===== src/rtl/core/aromatic_ring_axis_assert.svh =====
// Assertion macros for the aromatic ring axis block.
// Each macro takes a label, an antecedent and a consequent, sampled on clk
// and quiet while rst_n is low.
`ifndef AROMATIC_RING_AXIS_ASSERT_SVH
`define AROMATIC_RING_AXIS_ASSERT_SVH
`ifndef SYNTHESIS
`define ARAX_ASSERT_IMPL(label, ante, cons) \
  label: assert property (@(posedge clk) disable iff (!rst_n) (ante) |-> (cons)) \
    else $error("assertion failed");
`define ARAX_ASSERT_NEXT(label, ante, cons) \
  label: assert property (@(posedge clk) disable iff (!rst_n) (ante) |=> (cons)) \
    else $error("assertion failed");
`else
`define ARAX_ASSERT_IMPL(label, ante, cons)
`define ARAX_ASSERT_NEXT(label, ante, cons)
`endif
`endif


===== src/rtl/core/arax_pkg.sv =====
package arax_pkg;

  localparam int COORD_W    = 16;
  localparam int DIFF_W     = COORD_W + 1;
  localparam int PROD_W     = 2 * DIFF_W;
  localparam int CROSS_W    = PROD_W + 1;
  localparam int MAG_W      = PROD_W;
  localparam int RED_W      = 31;
  localparam int SQ_W       = 2 * RED_W;
  localparam int SUM_W      = 64;
  localparam int ROOT_W     = 32;
  localparam int FRAC_W     = 14;
  localparam int QUO_W      = FRAC_W + 1;
  localparam int NUM_W      = RED_W + FRAC_W + 2;
  localparam int AXIS_W     = 16;
  localparam int COUNT_W    = 4;
  localparam int SQRT_STEPS = SUM_W / 2;
  localparam int QDEPTH     = 4;
  localparam int QPTR_W     = 2;

  localparam logic [1:0] STATUS_OK    = 2'd0;
  localparam logic [1:0] STATUS_NONE  = 2'd1;
  localparam logic [1:0] STATUS_DEGEN = 2'd2;

  typedef struct packed {
    logic [1:0]                  status;
    logic [2:0][DIFF_W-1:0]      d1;
    logic [2:0][DIFF_W-1:0]      d2;
  } front_item_t;

  typedef struct packed {
    logic [1:0]             status;
    logic                   flip;
    logic [2:0]             neg;
    logic [2:0][RED_W-1:0]  m;
  } carry_t;

  typedef struct packed {
    logic [1:0]              status;
    logic [2:0][AXIS_W-1:0]  axis;
  } result_t;

endpackage


===== src/rtl/core/arax_front.sv =====
module arax_front (
  input  logic                          clk,
  input  logic                          rst_n,
  input  logic                          push_i,
  output logic                          full_o,
  input  logic signed [arax_pkg::COORD_W-1:0] cx_i,
  input  logic signed [arax_pkg::COORD_W-1:0] cy_i,
  input  logic signed [arax_pkg::COORD_W-1:0] cz_i,
  input  logic signed [arax_pkg::COORD_W-1:0] ax_i,
  input  logic signed [arax_pkg::COORD_W-1:0] ay_i,
  input  logic signed [arax_pkg::COORD_W-1:0] az_i,
  input  logic signed [arax_pkg::COORD_W-1:0] bx_i,
  input  logic signed [arax_pkg::COORD_W-1:0] by_i,
  input  logic signed [arax_pkg::COORD_W-1:0] bz_i,
  input  logic [arax_pkg::COUNT_W-1:0]  count_i,
  output logic                          valid_o,
  output arax_pkg::front_item_t         item_o,
  input  logic                          q_full_i
);
  import arax_pkg::*;

  logic        valid_r;
  front_item_t item_r;
  front_item_t item_nxt;
  logic        accept;

  assign full_o  = valid_r & q_full_i;
  assign accept  = push_i & ~full_o;
  assign valid_o = valid_r;
  assign item_o  = item_r;

  // Classify by neighbor count and form both bond vectors.
  always_comb begin
    if (count_i == '0) begin
      item_nxt.status = STATUS_NONE;
    end else if (count_i == COUNT_W'(1)) begin
      item_nxt.status = STATUS_DEGEN;
    end else begin
      item_nxt.status = STATUS_OK;
    end
    item_nxt.d1[0] = DIFF_W'(ax_i) - DIFF_W'(cx_i);
    item_nxt.d1[1] = DIFF_W'(ay_i) - DIFF_W'(cy_i);
    item_nxt.d1[2] = DIFF_W'(az_i) - DIFF_W'(cz_i);
    item_nxt.d2[0] = DIFF_W'(bx_i) - DIFF_W'(cx_i);
    item_nxt.d2[1] = DIFF_W'(by_i) - DIFF_W'(cy_i);
    item_nxt.d2[2] = DIFF_W'(bz_i) - DIFF_W'(cz_i);
  end

  always_ff @(posedge clk) begin
    if (!rst_n) begin
      valid_r <= 1'b0;
    end else if (accept) begin
      valid_r <= 1'b1;
    end else if (!q_full_i) begin
      valid_r <= 1'b0;
    end
  end

  always_ff @(posedge clk) begin
    if (accept) begin
      item_r <= item_nxt;
    end
  end

endmodule


===== config.mk =====
export PLATFORM = sky130hd
export DESIGN_NAME = arax_front
export DESIGN_NICKNAME = d
export VERILOG_FILES = /design/src/rtl/core/aromatic_ring_axis_assert.svh /design/src/rtl/core/arax_pkg.sv /design/src/rtl/core/arax_front.sv
export SDC_FILE = /design/constraint.sdc
export NUM_CORES = 1
export LEC_CHECK = 0
export BUFFER_PORTS_ARGS = -buffer_cell sky130_fd_sc_hd__buf_2
export CELL_PAD_IN_SITES_DETAIL_PLACEMENT = 0
export CELL_PAD_IN_SITES_GLOBAL_PLACEMENT = 1
export CORE_UTILIZATION = 27
export DETAILED_ROUTE_END_ITERATION = 6
export PLACE_DENSITY = 0.71
export SYNTH_ARGS = -nofsm -noshare
export SYNTH_HDL_FRONTEND = slang
export SYNTH_SLANG_ARGS = --single-unit

===== constraint.sdc =====
create_clock -name clk -period 12.17 [get_ports clk]
set_input_delay 2.434 -clock clk [delete_from_list [all_inputs] [get_ports clk]]
set_output_delay 2.434 -clock clk [all_outputs]
set_load 0.05 [all_outputs]

==> results.md <==
• Worst path slowest cell: buf_2
• Post-synth top flop: edfxtp_1
• cell type with the largest total area after synthesis: edfxtp_1
• CTS HTree Levels: 3
• Worst Clk Skew: 7.48 ps
• share of final-layout standard cells stronger than drive strength 1: 26.8%
• final core occ: 34.6%
• count of buffers from port buffering: 257
• Max Root-Sink Buffers: 2
• register area share after synthesis: 39.5%
• initial antenna violation count: 3
• global-route wire length before repair: 36000 µm
• leakage power total: 4.54 nW
• total inserted antenna cells: 0
• drt first pass iters: 4
• via count: 6956
• number of max-slew violations in the final report: 0
• clock root buffer master: clkbuf_16
• crit path max fanout: 3
• CTS hold repair buffers: 0
• largest net degree at the start of global routing: 60
• Post-Synth Simple-Gate Area: 13.0%
• initial cell density of the core: 27.6%
• Max Cap Viol: 0
• overall global routing resource usage: 15.1%
• width of the die: 174 µm
• clk sink count: 105
• Clock transition at path regs: 70 ps
• crit path launch: q_full_i
• area fraction of the dominant cell type after synthesis: 39.3%
• Worst IR Drop VDD: 0.0000472 V
• most frequently used cell type in the post-synthesis netlist: edfxtp_1
• cell-by-cell listing of the critical path: buf_2, and2_1, buf_2
• residual antenna-violating net count after detailed routing: 0
• CP max stage delay: 290 ps
• number of CTS-inserted buffers: 9
• total buffers and inverters traversed by the critical path: 2
• main combinational cell family by area after synthesis: compound AO/OA/AOI/OAI gates
• number of global-route vias before repair: 6898
• leading post-synthesis cells by instance count: 104 x edfxtp_1, 96 x ha_1, 89 x inv_1, 74 x a21oi_1, 57 x nor2_1
• Detailed Route Iter0 Violations: 354
• cell with the most instances on the worst path: buf_2
• number of cells upsized or downsized after cts: 0
• post-route fraction of the period consumed by the critical path: 44.7%
• capturing element type of the critical path: primary output
• kind of cell adding the most delay to the critical path: buffers and inverters
• share of cell area taken by muxes after synthesis: 0.629%
• result of the run: finished clean
• hold path start: valid_o
• aggregate negative setup slack: 0 ps
• post-synth design cell area: 7960 µm²
• Worst R2R Start: valid_o
• setup repair bufs after CTS: 0
• std cell rows: 62
• worst max-slew margin expressed relative to the limit: 41.4%
• yosys synthesis warning count: 0
• mean instance size in the synthesized netlist: 9.86 µm²
• Final Critical Period: 5440 ps
• setup repair after global routing missed its margin: no
• Hold/Removal Path Class: reg2reg
• half-perimeter wire length after placement: 18800 µm
• maximum clock rate: 184 MHz
• height of the die: 174 µm
• slew at the pin with the worst max-slew slack: 879 ps
• clock latency of the later-clocked register in the worst-skew pair: 350 ps
• Synth Area in Adders: 16.6%
• Mapped Nets: 1061
• number of enable-type register cells in the synthesized netlist: 104
• remaining routing DRC violations: 0
• Boundary Pins: 258
• via density per instance: 4.79
• detailed-route wire length: 22900 µm
• # nets final: 1320
• cells after synthesis: 807
• flip-flop and latch count after synthesis: 105
• count of endpoints failing hold in the final timing report: 0
• final weighted congestion in routability-driven placement: 0.878
• post-DR wirelength/cell: 15.7 µm
• count of different cell masters after synthesis: 60
• total power divided by cell area: 128 nW/µm²
• area of the die: 30200 µm²
• cells taking the most area after synthesis: edfxtp_1 39%, ha_1 15%, xnor2_1 5.8%
• data arrival at the endpoint of the critical path: 3000 ps
• share of the synthesized area in compound gates (AO/OA/AOI/OAI): 18.4%
• total congestion overflow: 0
• Crit Path Class: in2out
• placeable core region: 28900 µm²
• proportion of register bits with asynchronous set or reset after synthesis: 0%
• Area growth, synth to finish: 25.4%
• required time of the critical path: 9740 ps
• Startpoint Class: primary input
• synthesized-area fraction occupied by xor and xnor cells: 7.16%
• setup violators final: 0
• CTS tree: built
## worst min-delay path: stages, from the launching register on
cell	delay [ps]
dfxtp_1	330
and2_1	210
o21a_1	120
## cell families (layout without fill, tap and decap cells)
| group | Yosys count | in the layout |
|---|---|---|
| AO/OA/AOI/OAI | 222 | 222 |
| XOR/XNOR | 65 | 65 |
| adder cells (fa/ha/maj) | 102 | 102 |
| buffers and inverters | 100 | 362 |
| flip-flops | 105 | 105 |
| multiplexers | 5 | 5 |
| AND/OR/NAND/NOR | 208 | 208 |
## area by class of cell
cell class / count / area (µm²)
well taps: 384 / 480
fillers: 3084 / 18900
multi-input cells: 602 / 4450
clock buffers: 11 / 233
repair buffers: 259 / 1300
clock inverters: 3 / 43.8
inverters: 89 / 334
flip-flops and latches: 105 / 3140
## state kept, by name, indices dropped and copies added (netlist names)
signal / count
item_o: 104
valid_o: 1
## metal layers
metal | global-route usage [%] | up-vias | routed length, µm
met2 | 24.9 | 233 | 10200
met1 | 19.4 | 3196 | 10400
met3 | 4.52 | 31 | 1860
met5 | 0 | - | 40
li1 | - | 3490 | -
met4 | 3.76 | 6 | 333
## placed cells by master, fill, tap and decap left out, types with 8 or more instances in the layout
| cell | instances |
|---|---|
| edfxtp_1 | 104 |
| nand2_1 | 46 |
| o211ai_1 | 8 |
| ha_1 | 96 |
| o21ai_0 | 34 |
| o21a_1 | 14 |
| buf_2 | 257 |
| nand4_1 | 12 |
| nand2b_1 | 13 |
| o21ai_1 | 9 |
| inv_1 | 89 |
| nor2_1 | 57 |
| xor2_1 | 12 |
| nor2b_1 | 14 |
| a21oi_1 | 74 |
| nor3_1 | 15 |
| clkbuf_16 | 9 |
| a21o_1 | 19 |
| nand3_1 | 17 |
| xnor2_1 | 53 |
| a31oi_1 | 14 |
## through the flow
stage | setup slack [ps] | area, µm² | std cells | power (mW) | hold slack [ps]
after detailed placement | 6730 | 9700 | 1439 | 0.990 | 695
after global routing | 6670 | 9980 | 1453 | 1.35 | 749
after CTS | 6730 | 9980 | 1453 | 1.29 | 711
after global placement | 6730 | 9700 | 1439 | 0.985 | 671
final | 6730 | 9980 | 1453 | 1.27 | 695
after floorplan | 4180 | 7960 | 807 | 0.859 | 1150
## worst paths after layout
path,end,slack (ps),depth (start not counted)
worst max-delay path,full_o,6730,3
worst min-delay path,valid_o,700,2
worst max register to register,item_o[37],9790,4
worst min register to register,valid_o,700,2
## power by group
group	internal [mW]	total (mW)	switching, mW
sequential	0.461	0.472	0.0110
combinational	0.161	0.506	0.345
clock	0.158	0.295	0.137
total	0.780	1.27	0.493
(Power assumes the default switching activity.)
