--- config.mk ---
export PLATFORM = sky130hd
export DESIGN_NAME = arax_queue
export DESIGN_NICKNAME = d
export VERILOG_FILES = /design/src/rtl/core/aromatic_ring_axis_assert.svh /design/src/rtl/core/arax_pkg.sv /design/src/rtl/core/arax_queue.sv
export SDC_FILE = /design/constraint.sdc
export NUM_CORES = 1
export LEC_CHECK = 0
export ABC_AREA = 1
export BUFFER_PORTS_ARGS = -buffer_cell sky130_fd_sc_hd__buf_2
export CAP_MARGIN = 20
export CORE_UTILIZATION = 57
export DETAILED_ROUTE_END_ITERATION = 7
export GPL_TIMING_DRIVEN = 1
export PLACE_DENSITY = 0.83
export SLEW_MARGIN = 20
export SYNTH_ARGS = -nofsm -noshare
export SYNTH_HDL_FRONTEND = slang
export SYNTH_SLANG_ARGS = --single-unit
--- constraint.sdc ---
create_clock -name clk -period 16.2 [get_ports clk]
set_input_delay 1.62 -clock clk [delete_from_list [all_inputs] [get_ports clk]]
set_output_delay 1.62 -clock clk [all_outputs]
set_load 0.02 [all_outputs]
--- src/rtl/core/aromatic_ring_axis_assert.svh ---
// Assertion macros for the aromatic ring axis block.
// Each macro takes a label, an antecedent and a consequent, sampled on clk
// and quiet while rst_n is low.
`ifndef AROMATIC_RING_AXIS_ASSERT_SVH
`define AROMATIC_RING_AXIS_ASSERT_SVH
`ifndef SYNTHESIS
`define ARAX_ASSERT_IMPL(label, ante, cons) \
  label: assert property (@(posedge clk) disable iff (!rst_n) (ante) |-> (cons)) \
    else $error("assertion failed");
`define ARAX_ASSERT_NEXT(label, ante, cons) \
  label: assert property (@(posedge clk) disable iff (!rst_n) (ante) |=> (cons)) \
    else $error("assertion failed");
`else
`define ARAX_ASSERT_IMPL(label, ante, cons)
`define ARAX_ASSERT_NEXT(label, ante, cons)
`endif
`endif

--- src/rtl/core/arax_pkg.sv ---
package arax_pkg;

  localparam int COORD_W    = 16;
  localparam int DIFF_W     = COORD_W + 1;
  localparam int PROD_W     = 2 * DIFF_W;
  localparam int CROSS_W    = PROD_W + 1;
  localparam int MAG_W      = PROD_W;
  localparam int RED_W      = 31;
  localparam int SQ_W       = 2 * RED_W;
  localparam int SUM_W      = 64;
  localparam int ROOT_W     = 32;
  localparam int FRAC_W     = 14;
  localparam int QUO_W      = FRAC_W + 1;
  localparam int NUM_W      = RED_W + FRAC_W + 2;
  localparam int AXIS_W     = 16;
  localparam int COUNT_W    = 4;
  localparam int SQRT_STEPS = SUM_W / 2;
  localparam int QDEPTH     = 4;
  localparam int QPTR_W     = 2;

  localparam logic [1:0] STATUS_OK    = 2'd0;
  localparam logic [1:0] STATUS_NONE  = 2'd1;
  localparam logic [1:0] STATUS_DEGEN = 2'd2;

  typedef struct packed {
    logic [1:0]                  status;
    logic [2:0][DIFF_W-1:0]      d1;
    logic [2:0][DIFF_W-1:0]      d2;
  } front_item_t;

  typedef struct packed {
    logic [1:0]             status;
    logic                   flip;
    logic [2:0]             neg;
    logic [2:0][RED_W-1:0]  m;
  } carry_t;

  typedef struct packed {
    logic [1:0]              status;
    logic [2:0][AXIS_W-1:0]  axis;
  } result_t;

endpackage

--- src/rtl/core/arax_queue.sv ---
module arax_queue (
  input  logic                  clk,
  input  logic                  rst_n,
  input  logic                  push_i,
  input  arax_pkg::front_item_t data_i,
  output logic                  full_o,
  input  logic                  pop_i,
  output logic                  valid_o,
  output arax_pkg::front_item_t data_o
);
  import arax_pkg::*;

  front_item_t       mem_r [QDEPTH];
  logic [QPTR_W-1:0] wptr_r;
  logic [QPTR_W-1:0] rptr_r;
  logic [QPTR_W:0]   cnt_r;
  logic              do_push;
  logic              do_pop;

  assign full_o  = (cnt_r == (QPTR_W+1)'(QDEPTH));
  assign valid_o = (cnt_r != '0);
  assign data_o  = mem_r[rptr_r];
  assign do_push = push_i & ~full_o;
  assign do_pop  = pop_i & valid_o;

  always_ff @(posedge clk) begin
    if (!rst_n) begin
      wptr_r <= '0;
      rptr_r <= '0;
      cnt_r  <= '0;
    end else begin
      if (do_push) begin
        wptr_r <= wptr_r + QPTR_W'(1);
      end
      if (do_pop) begin
        rptr_r <= rptr_r + QPTR_W'(1);
      end
      if (do_push && !do_pop) begin
        cnt_r <= cnt_r + (QPTR_W+1)'(1);
      end else if (do_pop && !do_push) begin
        cnt_r <= cnt_r - (QPTR_W+1)'(1);
      end
    end
  end

  always_ff @(posedge clk) begin
    if (do_push) begin
      mem_r[wptr_r] <= data_i;
    end
  end

endmodule

==> out/results.ini, run 1 <==
[clocking]
postCtsSetupRepairBufs = 0
clk_latency_ps = 520
cts_resized = 0
cts_tree = built
cts_buffer_depth = 3
ctsHoldBuffers = 0
cts.sinks = 425
h-tree-depth = 2
cts_made_buffers = 41
cts_root_buf = clkbuf_16
cts.clk_slew.worst_paths_ps = 60

[place]
dp_slack_ps = 11730
port-buffer-count = 213
gp_congestion = 0.710
dp_hpwl_um = 18100

[grt]
grt_pass1_vias = 9732
grt_util_all_layers_pct = 22.9
antenna_found_initial = 4
grt.overflow.total = 0
grt_pass1_wl_um = 50600
grt_max_degree = 115

[route]
routed_wl_um = 33200
dr.pass1.iters = 7
drt_iter0_drc = 877
routed_via_density = 5.76
ant_nets = 0
wl_per_cell_um = 19.7
drc = 0
via_count = 9724

[sta]
holdWs_ps = 517
worst_slew_margin_rel_pct = 44.1
tightest_slew_ps = 837
setup_tns_ps = 0
rsz0062_at_grt = no
min_period_over_period_pct = 28.8
drv_slew = 0
layout_setup_ws_ps = 11540
hold_viol = 0
setup_violations = 0
fin_skew_ps = 20.0
fmax_mhz = 215
period_needed_ps = 4660

[yosys]
syn_area_per_cell_um2 = 14.9
yosysSeqAreaShare_pct = 78.9
synthTopCellsByArea = edfxtp_1, o21ai_0, nor2_1
synth_xor_xnor_area_share_pct = 0.0546
muxShareOfSynthArea_pct = 0
synth_top_family_by_area = compound AO/OA/AOI/OAI gates
yosysTopAreaCell = edfxtp_1
synth-simple-area-share_pct = 6.01
synth_fa_ha_area_share_pct = 0.514
ys.warnings.count = 0
netlist_instances = 1074
ys_types = 24
synthesis.area_um2 = 16100
synth_nets = 1188
yosys.area.top_type_share_pct = 77.8
synth-seq-cells = 425
synth_compound_area_share_pct = 11.4

[worst_setup_path]
path_max_fanout = 114
worstPathArrival_ps = 3040
cp-end-kind = output port
crit_path_start_kind = flip-flop
required_ps = 14580
crit_type = reg2out
r2r_cells = 6

[die]
die_x_um = 170
die_area_um2 = 28800
num_rows = 61
num_io_pins = 214
core_um2 = 27800
start_util_pct = 57.8
die_h_um = 170

[hold_path]
hold-path-cell-count = 2
hold_class = reg2reg

[job]
drv_cap = 0

[layout]
ff_latch_area_um2 = 12700
drive_gt1_share_pct = 25.2
multiInputGateArea_um2 = 2920
nets = 1390
area_delta_synth_final_pct = 15.6
fill_cells = 1927
utilization_pct = 66.8

[power]
p_leak_nw = 6.47
power-per-cell-area_nw_per_um2 = 164
ir_drop_v = 0.000113
power_w = 0.00303

[status]
status = completed

[placed cells by master (no fill, tap or decap), drive strengths merged]
cell type,count
edfxtp,416
buf,226
nor2,222
o21ai,209
o22ai,104
clkbuf,45
clkinv,21
inv,18
nand2,15
dfxtp,9
diode,7
ha,5
nand3,4
a21oi,3
bufinv,2
xor2,1
nand3b,1
fa,1
clkinvlp,1
[where the power goes]
part	switching (W)	internal, W	total (W)
clock network	0.000377	0.000495	0.000872
registers	0.0000500	0.00134	0.00139
logic	0.000554	0.000222	0.000776
[per-layer routing]
layer  vias to the layer above  GRT usage, %  routed length (um)
met2                       408          39.0               16400
li1                       4445             -                   -
met1                      4805          28.1               12800
met3                        64          6.79                3270
met4                         2          7.72                 735
met5                         -             0                  10
[final cells by class]
type | instances | share of cell area [%]
inverters | 17 | 0.378
clock inverters | 25 | 0.971
flip-flops and latches | 425 | 68.3
multi-input cells | 565 | 15.8
well taps | 378 | 2.55
repair buffers | 226 | 6.29
diodes | 7 | 0.0944
clock buffers | 45 | 5.61
[cell usage after synthesis]
cell and number:
inv_2 1, nand3b_1 1, buf_8 1, buf_2 19
fa_1 1, nor2_1 203, o22ai_1 84, o22ai_2 20
nand2_1 15, edfxtp_1 416, o21ai_1 27, inv_6 1
dfxtp_1 9, a21oi_1 3, o21ai_0 182, xor2_1 1
ha_1 5, clkbuf_2 4, nand3_1 4, buf_4 2
buf_6 16, nor2_2 19, clkbuf_1 25, inv_1 15
[cells by family (layout without fill, tap and decap cells)]
logic type      Yosys count  count (layout)
xor+xnor                  1               1
simple gates            242             242
other cells               0               7
buf+inv                  84             313
fa+ha+maj                 6               6
flops                   425             425
compound gates          316             316
[path summary, 6_finish.rpt]
path / endpoint / slack [ps] / start
setup / recovery: data_o[38] / 11540 / flip-flop
hold / removal: rptr_r[0]$_SDFFE_PN0P_ / 520 / rptr_r[0]$_SDFFE_PN0P_
setup reg to reg: mem_r[3][40]$_DFFE_PP_ / 12940 / cnt_r[0]$_SDFFE_PN0P_
hold reg to reg: rptr_r[0]$_SDFFE_PN0P_ / 520 / rptr_r[0]$_SDFFE_PN0P_
[state kept, by name, summed over array words and instances, names as in the netlist, named ones only]
name    cells
wptr_r      2
rptr_r      2
mem_r     416
cnt_r       3
[worst max-delay path, cell delays in order, from the launching register on]
cell     delay [ps]
dfxtp_4         540
inv_6           540
buf_6           680
o21ai_0         210
o22ai_1         200
buf_2           200
[per-stage QoR]
| step | cell area, um^2 | cells |
|---|---|---|
| floorplan | 16100 | 1074 |
| global placement | 17300 | 1611 |
| detailed placement | 17300 | 1611 |
| CTS | 18500 | 1681 |
| global route | 18500 | 1681 |
| finish | 18600 | 1688 |
Note: power is estimated with default switching activity, not from simulation.
==> run 2: changes to the inputs <==
--- a/config.mk
+++ b/config.mk
@@ -8,10 +8,10 @@
 export ABC_AREA = 1
 export BUFFER_PORTS_ARGS = -buffer_cell sky130_fd_sc_hd__buf_2
 export CAP_MARGIN = 20
-export CORE_UTILIZATION = 57
+export CORE_UTILIZATION = 52
 export DETAILED_ROUTE_END_ITERATION = 7
 export GPL_TIMING_DRIVEN = 1
-export PLACE_DENSITY = 0.83
+export PLACE_DENSITY = 0.8
 export SLEW_MARGIN = 20
 export SYNTH_ARGS = -nofsm -noshare
 export SYNTH_HDL_FRONTEND = slang
==> constraint.sdc (replaced) <==
create_clock -name clk -period 4.1 [get_ports clk]
set_input_delay 0.41 -clock clk [delete_from_list [all_inputs] [get_ports clk]]
set_output_delay 0.41 -clock clk [all_outputs]
set_load 0.02 [all_outputs]
==> run 2 against run 1 <==
  * Die area increased by 9.5%
  * Design area up 0.57%
  * Count of clock-buffer cells in the layout rose by 17
  * Flip-flop and latch count is the same
  * Wire length is 1.0% lower
  * Critical path type unchanged
  * Critical endpoint is now data_o[9]
  * Largest cell class unchanged
==> out/results.ini, run 2 (synthesis results as in run 1) <==
[clocking]
cts_root_buf = clkbuf_16
cts_made_buffers = 42
cts_resized = 0
cts_tree = built
h-tree-depth = 2
cts_buffer_depth = 3
clk_latency_ps = 520
cts.clk_slew.worst_paths_ps = 60
cts.sinks = 425
postCtsSetupRepairBufs = 0
ctsHoldBuffers = 0

[grt]
grt_util_all_layers_pct = 20.5
grt_pass1_wl_um = 49900
grt.overflow.total = 0
grt_max_degree = 209
antenna_found_initial = 5
grt_pass1_vias = 9511

[power]
netSwitchingFraction_pct = 31.8
p_leak_nw = 6.51
seqPwrFrac_pct = 44.9
pwr-share-comb_pct = 26.1
clkPwrFrac_pct = 29.1
intPower_w = 0.00823
ir_drop_v = 0.000639
p_sw_w = 0.00384
power-per-cell-area_nw_per_um2 = 647

[worst_setup_path]
r2r_slack_ps = 1760
crit_path_start_kind = flip-flop
required_ps = 3690
worstPathArrival_ps = 2630
cp-end-kind = output port
path_max_fanout = 70
crit_type = reg2out

[layout]
layout_commonest_cell = edfxtp_1
layout_common_cells = edfxtp_1, buf_2, nor2_1
largest-register = mem_r
utilization_pct = 62.1
nets = 1390
design_area_um2 = 18700
multiInputGateArea_um2 = 2920
fill_cells = 2162
top_regs = mem_r: 416 flops, cnt_r: 3 flops
fin_cells = 1698
ff_latch_area_um2 = 12700
area_delta_synth_final_pct = 16.2
largest_reg_flops = 416
drive_gt1_share_pct = 25.0

[route]
routed_wl_um = 32900
via_count = 9618
drc = 0
dr.pass1.iters = 7
routed_via_density = 5.66
ant_nets = 0
wl_per_cell_um = 19.3
drt_iter0_drc = 833

[die]
die_x_um = 178
start_util_pct = 53.5
num_io_pins = 214
num_rows = 63
die_h_um = 178
die_area_um2 = 31600
core_um2 = 30000

[hold_path]
hold_class = in2reg

[sta]
min_period_over_period_pct = 74.0
fin_skew_ps = 10.1
holdWs_ps = 106
worst_slew_margin_rel_pct = 37.1
rsz0062_at_grt = no
drv_slew = 0
setup_tns_ps = 0
period_needed_ps = 3040
hold_viol = 0
fmax_mhz = 329
setup_violations = 0
tightest_slew_ps = 943

[job]
drv_cap = 0

[status]
status = completed

[place]
gp_congestion = 0.707
port-buffer-count = 213
dp_cells = 1622
placed_area_um2 = 17400
dp_hpwl_um = 17900

## run 2: changes by cell type in the layout (fill, tap and decap cells not counted), sizes merged
cell | previous run | this run
bufinv | 2 | 0
buf | 226 | 225
clkbuf | 45 | 62
inv | 18 | 16
clkinv | 21 | 13
diode | 7 | 2
clkinvlp | 1 | 0
## run 2: area by class of cell
class                           count  share of cell area [%]
Sequential cell                   425                    68.0
Multi-Input combinational cell    565                    15.7
Clock buffer                       62                    6.54
Timing Repair Buffer              225                    6.53
Tap cell                          390                    2.62
Inverter                           17                   0.376
Clock inverter                     12                   0.288
Antenna cell                        2                  0.0268
## run 2: worst paths after layout
kind,from,to,cells after the start
hold reg to reg,rptr_r[1]$_SDFFE_PN0P_,flip-flop,2
setup / recovery,flip-flop,data_o[9],4
hold / removal,data_i[54],mem_r[3][54]$_DFFE_PP_,1
setup reg to reg,cnt_r[0]$_SDFFE_PN0P_,mem_r[2][70]$_DFFE_PP_,5
## run 2: per-layer routing
layer	part of all wire (%)	global-route usage, %
met4	1.5	4.34
met5	0.12	0
met1	41	26.6
met3	8.3	5.53
met2	49	34.8
## run 2: metrics by stage
stage	power (W)	worst slack [ps]
6_report	0.0121	1060
5_1_grt	0.0126	941
4_1_cts	0.0122	1000
3_5_place_dp	0.00866	1630
3_3_place_gp	0.00856	1700
2_1_floorplan	0.00771	-1450
## run 2: power groups by stage
stage,clock (W),sequential (W),combinational [W]
CTS,0.00358,0.00542,0.00317
detailed placement,0,0.00551,0.00316
global placement,0,0.00548,0.00307
floorplan,0,0.00553,0.00218
finish,0.00351,0.00542,0.00315
global route,0.00374,0.00545,0.00341
## run 2: critical path: stages (launching register included)
cell     delay (ps)
dfxtp_4         590
buf_4           690
o21ai_0         260
o22ai_1         270
buf_2           210
==> run 3: changes to the inputs <==
--- a/config.mk
+++ b/config.mk
@@ -8,10 +8,10 @@
 export ABC_AREA = 1
 export BUFFER_PORTS_ARGS = -buffer_cell sky130_fd_sc_hd__buf_2
 export CAP_MARGIN = 20
-export CORE_UTILIZATION = 52
+export CORE_UTILIZATION = 57
 export DETAILED_ROUTE_END_ITERATION = 7
 export GPL_TIMING_DRIVEN = 1
-export PLACE_DENSITY = 0.8
+export PLACE_DENSITY = 0.83
 export SLEW_MARGIN = 20
 export SYNTH_ARGS = -nofsm -noshare
 export SYNTH_HDL_FRONTEND = slang
==> constraint.sdc (replaced) <==
create_clock -name clk -period 3 [get_ports clk]
set_input_delay 0.3 -clock clk [delete_from_list [all_inputs] [get_ports clk]]
set_output_delay 0.3 -clock clk [all_outputs]
set_load 0.02 [all_outputs]
==> run 3 against run 2 <==
  * Clock skew grew 1.6 ps
  * Flip-flop and latch count unchanged
  * Total power increased by 43%
  * Design area rose by 6.7%
  * Core utilization rose by 9.5 points
  * Critical endpoint is now data_o[100]
  * Largest cell class unchanged
  * Largest power group unchanged
==> out/results.ini, run 3 (synthesis results as in run 1) <==
[power]
power-per-cell-area_nw_per_um2 = 868
netSwitchingFraction_pct = 31.4
ir_drop_v = 0.000747
power_w = 0.0173
seqPwrFrac_pct = 42.8
pwr-share-comb_pct = 26.7
p_sw_w = 0.00543
clkPwrFrac_pct = 30.6
intPower_w = 0.0119
p_leak_nw = 7.05

[sta]
hold_viol = 0
min_period_over_period_pct = 95.5
setup_violations = 0
worst_slew_margin_rel_pct = 32.2
rsz0062_at_grt = no
period_needed_ps = 2860
fin_skew_ps = 11.8
fmax_mhz = 349
drv_slew = 0
tightest_slew_ps = 1020

[clocking]
cts.sinks = 425
cts_buffer_depth = 3
h-tree-depth = 2
postCtsSetupRepairBufs = 0
cts.clk_slew.worst_paths_ps = 60
ctsHoldBuffers = 93
clk_latency_ps = 520
cts_made_buffers = 41
cts_tree = built
cts_root_buf = clkbuf_16
cts_resized = 0

[layout]
layout_common_cells = edfxtp_1, buf_2, nor2_1
area_delta_synth_final_pct = 24.0
design_area_um2 = 19900
nets = 1496
largest_reg_flops = 416
top_regs = mem_r: 416 flops, cnt_r: 3 flops
utilization_pct = 71.6
layout_commonest_cell = edfxtp_1
ff_latch_area_um2 = 12700
multiInputGateArea_um2 = 2920
largest-register = mem_r
fin_cells = 1794
drive_gt1_share_pct = 24.3
fill_cells = 1711

[worst_setup_path]
required_ps = 2700
cp-end-kind = output port
crit_type = reg2out
critPathMaxStageDelay_ps = 530
cp_cell_sequence = buf_12 > o21ai_0 > o22ai_1 > buf_2
worstReg2RegStart = cnt_r[1]$_SDFFE_PN0P_
critPathSlowestCell = buf_12
crit_path_start_kind = flip-flop
path_max_fanout = 208
worstPathArrival_ps = 2560

[place]
placed_area_um2 = 17600
dp_hpwl_um = 18800
gp_congestion = 0.775
dp_cells = 1624
port-buffer-count = 213

[grt]
grt_max_degree = 209
grt_util_all_layers_pct = 24.0
antenna_found_initial = 4
grt_pass1_wl_um = 53100
grt.overflow.total = 0
grt_pass1_vias = 10100

[die]
die_area_um2 = 28800
num_io_pins = 214
core_um2 = 27800
die_h_um = 170
start_util_pct = 57.8
num_rows = 61
die_x_um = 170

[status]
status = completed

[hold_path]
hp-start = data_i[75]
hold_class = in2reg

[route]
dr.pass1.iters = 5
ant_nets = 0
via_count = 10200
drc = 0
drt_iter0_drc = 1183
routed_via_density = 5.67
wl_per_cell_um = 19.5
routed_wl_um = 35000

[job]
drv_cap = 0

[run 3: cell count changes in the layout (fill, tap and decap cells not counted), sizes merged]
cell / change
buf: +14
bufinv: +6
clkbuf: -4
clkinv: -3
diode: +1
dlygate4sd3: +93
inv: +1
[run 3: final timing paths]
| check | to | slack [ps] | cells after the start |
|---|---|---|---|
| worst min-delay path | mem_r[3][75]$_DFFE_PP_ | 10 | 1 |
| worst max register to register | cnt_r[1]$_SDFFE_PN0P_ | 810 | 9 |
| worst min register to register | wptr_r[1]$_SDFFE_PN0P_ | 520 | 2 |
| worst max-delay path | data_o[100] | 140 | 4 |
[run 3: layout make-up]
class | instances | share of cell area [%]
Antenna cell | 3 | 0.0377
Tap cell | 378 | 2.38
Sequential cell | 425 | 63.7
Inverter | 17 | 0.352
Clock buffer | 58 | 5.84
Clock inverter | 16 | 1.17
Timing Repair Buffer | 332 | 11.8
Multi-Input combinational cell | 565 | 14.7
[run 3: critical path, delay by kind of cell (launching register included)]
kind,cells,cell delay [ps]
buffers and inverters,2,750
AO/OA/AOI/OAI,2,710
flip-flops,1,380
[run 3: metal layers]
| layer | up-vias | global-route usage, % | share of wire, % |
|---|---|---|---|
| met4 | 0 | 8.34 | 2.5 |
| met3 | 71 | 5.35 | 8.4 |
| met5 | - | 0 | 0 |
| met1 | 4954 | 30.5 | 39 |
| met2 | 496 | 41.0 | 50 |
| li1 | 4656 | - | - |
[run 3: through the flow]
stage	setup WS (ps)	hold slack (ps)	TNS (ps)
floorplan	-847	399	-352350
global placement	891	483	0
detailed placement	782	510	0
CTS	189	0.637	0
global route	41.0	2.17	0
finish	136	14.0	0
[run 3: power groups by stage]
stage | Sequential (W) | Combinational, W | Clock (W)
6_report | 0.00739 | 0.00461 | 0.00529
5_1_grt | 0.00743 | 0.00496 | 0.00557
2_1_floorplan | 0.00750 | 0.00299 | 0
3_3_place_gp | 0.00748 | 0.00432 | 0
3_5_place_dp | 0.00751 | 0.00444 | 0
4_1_cts | 0.00739 | 0.00458 | 0.00535
